File: config.mk
export PLATFORM = sky130hd
export DESIGN_NAME = locality_weighted_gclock_replacer_core
export DESIGN_NICKNAME = d
export VERILOG_FILES = /design/src/design/lwgc_pkg.sv /design/src/design/lwgc_ctrl.sv /design/src/design/lwgc_dp.sv /design/src/design/locality_weighted_gclock_replacer_core.sv
export SDC_FILE = /design/constraint.sdc
export NUM_CORES = 2
export LEC_CHECK = 0
export CORE_ASPECT_RATIO = 1.1
export CORE_MARGIN = 4
export CORE_UTILIZATION = 30
export DETAILED_ROUTE_END_ITERATION = 12
export DONT_BUFFER_PORTS = 1
export HOLD_SLACK_MARGIN = 0.05
export SETUP_SLACK_MARGIN = 0.15
export SLEW_MARGIN = 10
export SYNTH_ARGS = -nofsm -noshare
export SYNTH_HDL_FRONTEND = slang
export SYNTH_SLANG_ARGS = --single-unit
export TNS_END_PERCENT = 5
File: constraint.sdc
create_clock -name aclk -period 21.3 [get_ports aclk]
set_input_delay 2.13 -clock aclk [delete_from_list [all_inputs] [get_ports aclk]]
set_output_delay 2.13 -clock aclk [all_outputs]
set_load 0.02 [all_outputs]
File: src/design/lwgc_pkg.sv
package lwgc_pkg;

    localparam int ONE_Q = 256;
    localparam int CAP_Q = 1024;
    localparam int CNT_W = 12;

    typedef enum logic [3:0] {
        ST_IDLE,
        ST_SEARCH,
        ST_HIT_GAP,
        ST_HIT_UPD,
        ST_FILL,
        ST_SW_GAP,
        ST_SW_UPD,
        ST_NEW_GAP,
        ST_NEW_UPD,
        ST_DONE
    } lwgc_state_t;

    // controller to datapath
    typedef struct packed {
        logic load;        // latch request word
        logic scan_start;  // start a pass over all slots
        logic gap_mode;    // pass computes a gap, else searches for the page
        logic hit_upd;     // apply hit weight
        logic sweep_upd;   // lower count at the hand
        logic hand_step;   // advance the hand
        logic place;       // write new page at the hand
        logic new_upd;     // set count of the new page
        logic fill_note;   // record a cold miss
        logic warm_note;   // record warm flag
        logic out_load;    // register result
    } lwgc_cmd_t;

    // datapath to controller
    typedef struct packed {
        logic scan_done;
        logic found;
        logic warm;
        logic count_pos;
        logic sweep_over;
    } lwgc_sts_t;

endpackage

File: src/design/lwgc_ctrl.sv
module lwgc_ctrl (
    input  logic              aclk,
    input  logic              aresetn,
    input  logic              s_valid,
    output logic              s_ready,
    input  logic              out_busy,
    input  lwgc_pkg::lwgc_sts_t sts,
    output lwgc_pkg::lwgc_cmd_t cmd
);
    import lwgc_pkg::*;

    lwgc_state_t state_reg, state_next;

    always_ff @(posedge aclk) begin
        if (!aresetn) begin
            state_reg <= ST_IDLE;
        end else begin
            state_reg <= state_next;
        end
    end

    always_comb begin
        state_next = state_reg;
        cmd = '0;
        s_ready = 1'b0;
        case (state_reg)
            ST_IDLE: begin
                s_ready = 1'b1;
                if (s_valid) begin
                    cmd.load = 1'b1;
                    cmd.warm_note = 1'b1;
                    cmd.scan_start = 1'b1;
                    state_next = ST_SEARCH;
                end
            end
            ST_SEARCH: begin
                if (sts.scan_done) begin
                    if (sts.found) begin
                        cmd.scan_start = 1'b1;
                        cmd.gap_mode = 1'b1;
                        state_next = ST_HIT_GAP;
                    end else if (!sts.warm) begin
                        state_next = ST_FILL;
                    end else begin
                        cmd.scan_start = 1'b1;
                        cmd.gap_mode = 1'b1;
                        state_next = ST_SW_GAP;
                    end
                end
            end
            ST_HIT_GAP: begin
                cmd.gap_mode = 1'b1;
                if (sts.scan_done) state_next = ST_HIT_UPD;
            end
            ST_HIT_UPD: begin
                cmd.hit_upd = 1'b1;
                state_next = ST_DONE;
            end
            ST_FILL: begin
                cmd.fill_note = 1'b1;
                cmd.place = 1'b1;
                cmd.scan_start = 1'b1;
                cmd.gap_mode = 1'b1;
                state_next = ST_NEW_GAP;
            end
            ST_SW_GAP: begin
                cmd.gap_mode = 1'b1;
                if (sts.scan_done) state_next = ST_SW_UPD;
            end
            ST_SW_UPD: begin
                cmd.sweep_upd = 1'b1;
                state_next = ST_SW_UPD;
                if (sts.count_pos && !sts.sweep_over) begin
                    cmd.hand_step = 1'b1;
                    cmd.scan_start = 1'b1;
                    cmd.gap_mode = 1'b1;
                    state_next = ST_SW_GAP;
                end else begin
                    cmd.sweep_upd = 1'b0;
                    cmd.place = 1'b1;
                    cmd.scan_start = 1'b1;
                    cmd.gap_mode = 1'b1;
                    state_next = ST_NEW_GAP;
                end
            end
            ST_NEW_GAP: begin
                cmd.gap_mode = 1'b1;
                if (sts.scan_done) state_next = ST_NEW_UPD;
            end
            ST_NEW_UPD: begin
                cmd.new_upd = 1'b1;
                state_next = ST_DONE;
            end
            ST_DONE: begin
                if (!out_busy) begin
                    cmd.out_load = 1'b1;
                    state_next = ST_IDLE;
                end
            end
            default: state_next = ST_IDLE;
        endcase
    end

endmodule

File: src/design/lwgc_dp.sv
module lwgc_dp #(
    parameter int SLOTS = 64,
    parameter int PAGE_BITS = 24
) (
    input  logic                   aclk,
    input  logic                   aresetn,
    input  logic [5:0]             cfg_wdata,
    input  logic                   cfg_we,
    input  logic [PAGE_BITS-1:0]   s_page_id,
    input  lwgc_pkg::lwgc_cmd_t    cmd,
    output lwgc_pkg::lwgc_sts_t    sts,
    input  logic                   m_ready,
    output logic                   m_valid,
    output logic                   m_hit,
    output logic                   m_warm,
    output logic                   m_victim_valid,
    output logic [23:0]            m_victim_page,
    output logic [5:0]             m_slot,
    output logic                   out_busy
);
    import lwgc_pkg::*;

    localparam int SW = (SLOTS > 1) ? $clog2(SLOTS) : 1;
    localparam int FW = $clog2(SLOTS + 1);
    localparam int VW = $clog2(SLOTS * 8 + 2);

    logic [5:0]            md_reg;
    logic [PAGE_BITS-1:0]  page_reg;
    logic [SLOTS-1:0]      valid_reg;
    logic [SW-1:0]         hand_reg, tgt_reg, scan_reg, hit_slot_reg, cmp_idx_reg;
    logic [FW-1:0]         filled_reg;
    logic                  scanning_reg, cmp_vld_reg, fetch_reg, found_reg, warm_reg;
    logic                  any_reg;
    logic [PAGE_BITS-1:0]  best_reg, gp_reg;
    logic [VW-1:0]         visit_reg;
    logic                  vvalid_reg;
    logic [PAGE_BITS-1:0]  vpage_reg;
    logic [8:0]            frac_reg;

    // gap pass target: hit slot or hand
    logic [SW-1:0]         gap_slot, hand_inc, tgt_sel, pg_raddr;
    logic [PAGE_BITS-1:0]  pg_rdata, qp, gdiff;
    logic                  skip, issue_last, cmp_last;
    assign gap_slot = found_reg ? hit_slot_reg : hand_reg;
    assign hand_inc = (hand_reg == SW'(SLOTS - 1)) ? '0 : hand_reg + 1'b1;
    assign tgt_sel = cmd.place ? hand_reg : (cmd.hand_step ? hand_inc : gap_slot);
    // page word arrives in the cycle after its address; idle reads sit on the hand
    assign pg_raddr = cmd.scan_start ? tgt_sel : (scanning_reg ? scan_reg : hand_reg);
    assign qp = pg_rdata;
    assign gdiff = (qp > gp_reg) ? qp - gp_reg : gp_reg - qp;
    assign skip = (cmp_idx_reg == tgt_reg) || !valid_reg[cmp_idx_reg];
    assign issue_last = (scan_reg == SW'(SLOTS - 1));
    assign cmp_last = (cmp_idx_reg == SW'(SLOTS - 1));

    lwgc_ram #(.WIDTH(PAGE_BITS), .DEPTH(SLOTS), .ADDR_W(SW)) u_page_ram (
        .aclk(aclk), .we(cmd.place), .waddr(hand_reg), .wdata(page_reg),
        .raddr(pg_raddr), .rdata(pg_rdata)
    );

    // fraction: (d*256 + md/2) / md, d <= 63, by restoring division
    logic [5:0]  md_eff, dcl;
    logic [PAGE_BITS-1:0] gap_v;
    assign md_eff = (md_reg == 6'd0) ? 6'd1 : md_reg;
    assign gap_v = any_reg ? best_reg : '0;
    assign dcl = (gap_v > PAGE_BITS'(md_eff)) ? md_eff : gap_v[5:0];

    logic [14:0] num, rem;
    logic [8:0]  quo;
    logic        div_go_reg;
    logic [3:0]  div_cnt_reg;
    logic [14:0] rem_reg;
    logic [8:0]  quo_reg;
    assign num = {1'b0, dcl, 8'd0} + 15'(md_eff >> 1);

    logic [CNT_W-1:0]        cnt_rdata, cnt_wdata;
    logic                    cnt_we;
    logic signed [CNT_W-1:0] cur, wgt, frq, sum;
    assign cur = cnt_rdata;
    assign frq = CNT_W'(frac_reg);
    assign wgt = CNT_W'(ONE_Q) - frq;
    assign sum = cur + wgt;
    logic signed [CNT_W-1:0] dec, lowered;
    assign dec = (visit_reg >= VW'(SLOTS)) ? CNT_W'(ONE_Q) : frq;
    assign lowered = cur - dec;

    // counts are only read for resident slots, each set after its page is placed
    assign cnt_we = (cmd.hit_upd && sum <= CNT_W'(CAP_Q)) || cmd.sweep_upd || cmd.new_upd;
    assign cnt_wdata = cmd.hit_upd ? sum : (cmd.sweep_upd ? lowered : wgt);

    lwgc_ram #(.WIDTH(CNT_W), .DEPTH(SLOTS), .ADDR_W(SW)) u_cnt_ram (
        .aclk(aclk), .we(cnt_we), .waddr(gap_slot), .wdata(cnt_wdata),
        .raddr(gap_slot), .rdata(cnt_rdata)
    );

    logic obuf_reg;
    assign out_busy = obuf_reg && !m_ready;
    assign m_valid = obuf_reg;

    always_comb begin
        sts.scan_done = !scanning_reg && !cmp_vld_reg && !div_go_reg;
        sts.found = found_reg;
        sts.warm = warm_reg;
        sts.count_pos = lowered > 0;
        sts.sweep_over = visit_reg >= VW'(SLOTS * 8);
    end

    always_ff @(posedge aclk) begin
        if (!aresetn) begin
            md_reg <= 6'd6;
            valid_reg <= '0;
            hand_reg <= '0;
            filled_reg <= '0;
            scanning_reg <= 1'b0;
            cmp_vld_reg <= 1'b0;
            fetch_reg <= 1'b0;
            found_reg <= 1'b0;
            div_go_reg <= 1'b0;
            obuf_reg <= 1'b0;
        end else begin
            if (cfg_we) md_reg <= cfg_wdata;
            if (cmd.load) begin
                page_reg <= s_page_id;
                found_reg <= 1'b0;
                vvalid_reg <= 1'b0;
                vpage_reg <= '0;
                visit_reg <= '0;
            end
            if (cmd.warm_note) warm_reg <= (filled_reg >= FW'(SLOTS));
            // the sweep target page is fetched, a hit or new page is the request
            fetch_reg <= cmd.scan_start && cmd.gap_mode && !cmd.place && !found_reg;
            cmp_vld_reg <= scanning_reg;
            cmp_idx_reg <= scan_reg;
            if (cmd.scan_start) begin
                scanning_reg <= 1'b1;
                scan_reg <= '0;
                any_reg <= 1'b0;
                tgt_reg <= tgt_sel;
                gp_reg <= page_reg;
            end else begin
                if (fetch_reg) gp_reg <= pg_rdata;
                if (scanning_reg) begin
                    scan_reg <= scan_reg + 1'b1;
                    if (issue_last) scanning_reg <= 1'b0;
                end
                if (cmp_vld_reg) begin
                    if (cmd.gap_mode) begin
                        if (!skip && (!any_reg || gdiff < best_reg)) begin
                            best_reg <= gdiff;
                            any_reg <= 1'b1;
                        end
                    end else if (valid_reg[cmp_idx_reg] && qp == page_reg && !found_reg) begin
                        found_reg <= 1'b1;
                        hit_slot_reg <= cmp_idx_reg;
                    end
                    if (cmp_last && cmd.gap_mode) begin
                        div_go_reg <= 1'b1;
                        div_cnt_reg <= '0;
                        rem_reg <= '0;
                        quo_reg <= '0;
                    end
                end else if (div_go_reg) begin
                    // one quotient bit per cycle, msb first over 15 numerator bits
                    rem_reg <= rem;
                    quo_reg <= quo;
                    div_cnt_reg <= div_cnt_reg + 1'b1;
                    if (div_cnt_reg == 4'd14) begin
                        div_go_reg <= 1'b0;
                        frac_reg <= quo;
                    end
                end
            end
            if (cmd.sweep_upd) visit_reg <= visit_reg + 1'b1;
            if ((cmd.sweep_upd && cmd.hand_step) || cmd.new_upd) hand_reg <= hand_inc;
            if (cmd.place) begin
                vvalid_reg <= valid_reg[hand_reg];
                vpage_reg <= valid_reg[hand_reg] ? pg_rdata : '0;
                valid_reg[hand_reg] <= 1'b1;
                hit_slot_reg <= hand_reg;
            end
            if (cmd.fill_note) filled_reg <= filled_reg + 1'b1;
            if (cmd.out_load) begin
                obuf_reg <= 1'b1;
                m_hit <= found_reg;
                m_warm <= warm_reg;
                m_victim_valid <= vvalid_reg;
                m_victim_page <= 24'(vpage_reg);
                m_slot <= 6'(hit_slot_reg);
            end else if (m_ready) begin
                obuf_reg <= 1'b0;
            end
        end
    end

    // restoring divide step
    logic [14:0] rsh;
    always_comb begin
        rsh = {rem_reg[13:0], num[4'd14 - div_cnt_reg]};
        if (rsh >= 15'(md_eff)) begin
            rem = rsh - 15'(md_eff);
            quo = {quo_reg[7:0], 1'b1};
        end else begin
            rem = rsh;
            quo = {quo_reg[7:0], 1'b0};
        end
    end

endmodule

module lwgc_ram #(
    parameter int WIDTH = 8,
    parameter int DEPTH = 64,
    parameter int ADDR_W = (DEPTH > 1) ? $clog2(DEPTH) : 1
) (
    input  logic              aclk,
    input  logic              we,
    input  logic [ADDR_W-1:0] waddr,
    input  logic [WIDTH-1:0]  wdata,
    input  logic [ADDR_W-1:0] raddr,
    output logic [WIDTH-1:0]  rdata
);
    logic [WIDTH-1:0] mem [DEPTH];

    always_ff @(posedge aclk) begin
        if (we) mem[waddr] <= wdata;
        rdata <= mem[raddr];
    end

endmodule

File: src/design/locality_weighted_gclock_replacer_core.sv
// Locality-weighted generalized-clock page replacer. One request word at a
// time: the page is searched over all slots, and each locality fraction
// needs a pass over the page store, a serial divide and a decision state.
// A hit takes the search and one fraction, a cold miss a fill step and one
// fraction, and a warm miss one fraction per slot visited by the hand (at
// most SLOTS*8+1) and one for the new page. A result still waiting on
// m_ready holds the next word back. The user must write max_distance through
// cfg_we/cfg_wdata only while the block is idle; the block does not enforce it.
module locality_weighted_gclock_replacer_core #(
    parameter int SLOTS = 64,
    parameter int PAGE_BITS = 24
) (
    input  logic                 aclk,
    input  logic                 aresetn,
    input  logic                 cfg_we,
    input  logic [5:0]           cfg_wdata,
    input  logic                 s_valid,
    output logic                 s_ready,
    input  logic [PAGE_BITS-1:0] s_page_id,
    output logic                 m_valid,
    input  logic                 m_ready,
    output logic                 m_hit,
    output logic                 m_warm,
    output logic                 m_victim_valid,
    output logic [23:0]          m_victim_page,
    output logic [5:0]           m_slot
);
    import lwgc_pkg::*;

    lwgc_cmd_t cmd;
    lwgc_sts_t sts;
    logic      out_busy;

    lwgc_ctrl u_ctrl (
        .aclk(aclk), .aresetn(aresetn), .s_valid(s_valid), .s_ready(s_ready),
        .out_busy(out_busy), .sts(sts), .cmd(cmd)
    );

    lwgc_dp #(.SLOTS(SLOTS), .PAGE_BITS(PAGE_BITS)) u_dp (
        .aclk(aclk), .aresetn(aresetn), .cfg_wdata(cfg_wdata), .cfg_we(cfg_we),
        .s_page_id(s_page_id), .cmd(cmd), .sts(sts), .m_ready(m_ready),
        .m_valid(m_valid), .m_hit(m_hit), .m_warm(m_warm),
        .m_victim_valid(m_victim_valid), .m_victim_page(m_victim_page),
        .m_slot(m_slot), .out_busy(out_busy)
    );

endmodule
==> results.ini <==
[sta]
min_period_ns=8.36
rsz0062_at_grt=false
slew_violations=0
skew_ns=0.0762
max_freq_mhz=120
worstMarginPinSlew_ns=1.37
hold_viol=0
slew_headroom_pct=7.78
finalSetupViolations=0
tns_ns=0
post-route-period-util_pct=39.2

[pwr]
switching_share_pct=34.5
internal-power_uw=10600
pwr_density_cell_mw_per_mm2=132
ir_worst_vdd_mv=0.216
p_clk_share_pct=30.0
power.switching_uw=5590
p_leak_uw=0.0407
power_frac_seq_pct=37.8
p_comb_share_pct=32.1
p_total_uw=16200

[place]
gp_congestion=0.850
hpwl_um=184000
port_buffers=0

[cts]
cts_setup_buffers=0
cts_hold_buf=0
cts_resized=0
insertion_delay_ns=0.89
clock_sinks=2634
cts_tree=built
clkTransAtPathRegs_ns=0.06
cts_made_buffers=284
cts.path.max_buffers=4
htreeDepth=5
root_buffer=clkbuf_16

[setup_path]
path_cells=nor4_2, nand2_1, ha_1, a21oi_1, a211oi_2, o41a_1, a2111oi_0, and4b_4, a211oi_2, o221ai_4, buf_4, buf_4, buf_4, mux2i_1, a211oi_1, a211oi_1, nor4_1
arrival_ns=9.07
reg2reg_to=u_dp.u_page_ram.rdata[0]
reg2reg_slack_ns=12.94
crit_type=flip-flop to flip-flop
reg2reg_depth=17
cpLargestDelayFamily=compound AO/OA/AOI/OAI gates
cp_slowest_cell=nor4_2
cp_max_fo=57
cp_data_required_time_ns=22.01
crit_path_end_kind=flip-flop
rr_startpoint=u_dp.visit_reg[7]
start_kind=flip-flop
crit_buf_inv=3
max_stage_delay_ns=0.93
path_common_cell=buf_4

[synth]
synth_nets=7152
synth_area_mm2=0.107
yosysWarnings=0
synth-main-ff-cell=edfxtp_1
yosys.area.top_type_share_pct=70.5
post_synth_num_cell_types=91
synth-seq-cells=2634
yosysMostFrequentCell=edfxtp_1
synth-async-reset-ratio_pct=0
synth_compound_area_share_pct=9.04
synth_area_leaders=edfxtp_1, mux2i_1, nand2_1
synth_top_family_by_area=compound AO/OA/AOI/OAI gates
synth-edff-count=2505
synth_seq_area_share_pct=73.0
yosys-mux-area-fraction_pct=6.01
synthXorXnorAreaFrac_pct=0.879
synth_fa_ha_area_share_pct=1.41
yosysTopAreaCell=edfxtp_1
yosys.area_share.simple_pct=7.37
netlist_top_cells_count=edfxtp_1, nand2_1, mux2i_1
syn-instance-count=7000
avgSynthCellArea_um2=15.2

[global_routing]
overflow=0
grt_usage_pct=16.6
grt_max_degree=160
grt_pass1_vias=62600
grt_pass1_wl_um=451000
antenna_found_initial=18

[hold_path]
holdPathEnd=u_dp.frac_reg[8]
hold_start=u_dp.quo_reg[7]
worstHoldPathCells=0
hold_class=flip-flop to flip-flop

[floorplan]
fp.dieH_um=633
die_width_um=576
io_pins=70
initial_core_util_pct=30.1
fp.dieArea_mm2=0.365
rows=229
core-area_mm2=0.354

[layout]
drive_above_1_share_pct=13.4
nets=7289
syn_to_final_growth_pct=15.2
largest_reg_flops=1536

[drt]
ant_nets=0
wl_per_cell_um=26.1
wl_met1_um=125000
drt_iter0_markers=7199
routed_wl_um=316000
route.vias.total=64000
drcViolationCount=0
viasPerCell=5.29
wl_met3_um=24100
top_layer=met5
first_pass_iters=5
met2_wirelength_um=153000

[job]
max_cap_viol_count=0

[status]
outcome=completed

-- power groups by stage --
stage / combinational [µW] / clock, µW / sequential [µW]
4_1_cts: 5190 / 4930 / 6120
2_1_floorplan: 3550 / 0 / 6200
5_1_grt: 5580 / 5160 / 6120
3_5_place_dp: 5160 / 0 / 6230
3_3_place_gp: 5080 / 0 / 6230
6_report: 5200 / 4860 / 6120
-- final cells by class --
| class | count | area, µm² |
|---|---|---|
| Antenna cell | 10 | 25.0 |
| Clock buffer | 361 | 7710 |
| Clock inverter | 155 | 1480 |
| Fill cell | 33500 | 231000 |
| Inverter | 131 | 493 |
| Multi-Input combinational cell | 3813 | 27300 |
| Sequential cell | 2634 | 77800 |
| Tap cell | 4735 | 5920 |
| Timing Repair Buffer | 273 | 2120 |
-- stage by stage --
stage,utilization (%),area [µm²],hold slack (ns),worst slack [ns],cells
after floorplan,-,107000,0.400,14.18,7000
after global placement,32.1,114000,0.410,12.95,11600
after detailed placement,32.1,114000,0.410,12.89,11600
after CTS,34.7,123000,0.429,12.81,12100
after global routing,34.7,123000,0.432,12.41,12100
final,34.7,123000,0.425,12.94,12100
-- how the worst max path moves through the flow --
stage	from	to	slack [ns]	depth (start not counted)
floorplan	u_dp.visit_reg[7]	u_dp.u_cnt_ram.mem[0][8]	14.18	13
global placement	u_dp.visit_reg[7]	u_dp.u_page_ram.rdata[0]	12.95	17
detailed placement	u_dp.visit_reg[7]	u_dp.u_page_ram.rdata[0]	12.89	17
CTS	u_dp.visit_reg[7]	u_dp.u_page_ram.rdata[0]	12.81	17
global route	u_dp.visit_reg[7]	u_dp.u_page_ram.rdata[0]	12.41	17
finish	u_dp.visit_reg[7]	u_dp.u_page_ram.rdata[0]	12.94	17
-- cells by family after synthesis --
kind of cell / Yosys count
flip-flops: 2634
AND/OR/NAND/NOR: 1725
AO/OA/AOI/OAI: 1268
multiplexers: 596
buffers and inverters: 553
adder cells (fa/ha/maj): 117
XOR/XNOR: 107
-- placed cells by master (no fill, tap or decap), types with 16 or more instances in the layout --
| cell | Yosys | layout |
|---|---|---|
| a211oi_1 | 104 | 103 |
| a21o_1 | 38 | 38 |
| a21oi_1 | 136 | 131 |
| a221oi_1 | 55 | 55 |
| a22oi_1 | 369 | 369 |
| a311oi_1 | 54 | 54 |
| a32o_1 | 47 | 47 |
| a41oi_1 | 70 | 70 |
| and3_1 | 204 | 204 |
| buf_4 | 28 | 267 |
| bufinv_16 | 0 | 21 |
| clkbuf_1 | 243 | 53 |
| clkbuf_16 | 0 | 291 |
| clkbuf_8 | 0 | 16 |
| clkinv_1 | 2 | 52 |
| clkinv_2 | 0 | 49 |
| dfxtp_1 | 129 | 128 |
| edfxtp_1 | 2505 | 2505 |
| ha_1 | 112 | 112 |
| inv_1 | 129 | 128 |
| mux2_2 | 54 | 54 |
| mux2i_1 | 511 | 510 |
| mux4_2 | 30 | 30 |
| nand2_1 | 755 | 751 |
| nand2b_1 | 18 | 18 |
| nand3_1 | 39 | 37 |
| nand4_1 | 52 | 52 |
| nor2_1 | 353 | 275 |
| nor2_2 | 1 | 65 |
| nor2b_1 | 29 | 27 |
| nor3_1 | 161 | 98 |
| nor3_2 | 0 | 60 |
| nor4_1 | 56 | 50 |
| o21a_1 | 18 | 18 |
| o21ai_0 | 92 | 85 |
| o21bai_1 | 16 | 16 |
| o221ai_1 | 99 | 98 |
| o32ai_1 | 49 | 49 |
| xnor2_1 | 49 | 49 |
| xor2_1 | 58 | 58 |
-- per-layer routing --
layer / vias to the layer above / GRT usage, %
met5: - / 0
met4: 8 / 6.93
met3: 580 / 2.59
met2: 2831 / 27.8
met1: 32900 / 21.6
li1: 27700 / -
No activity file was read; power rests on OpenSTA's default activity.
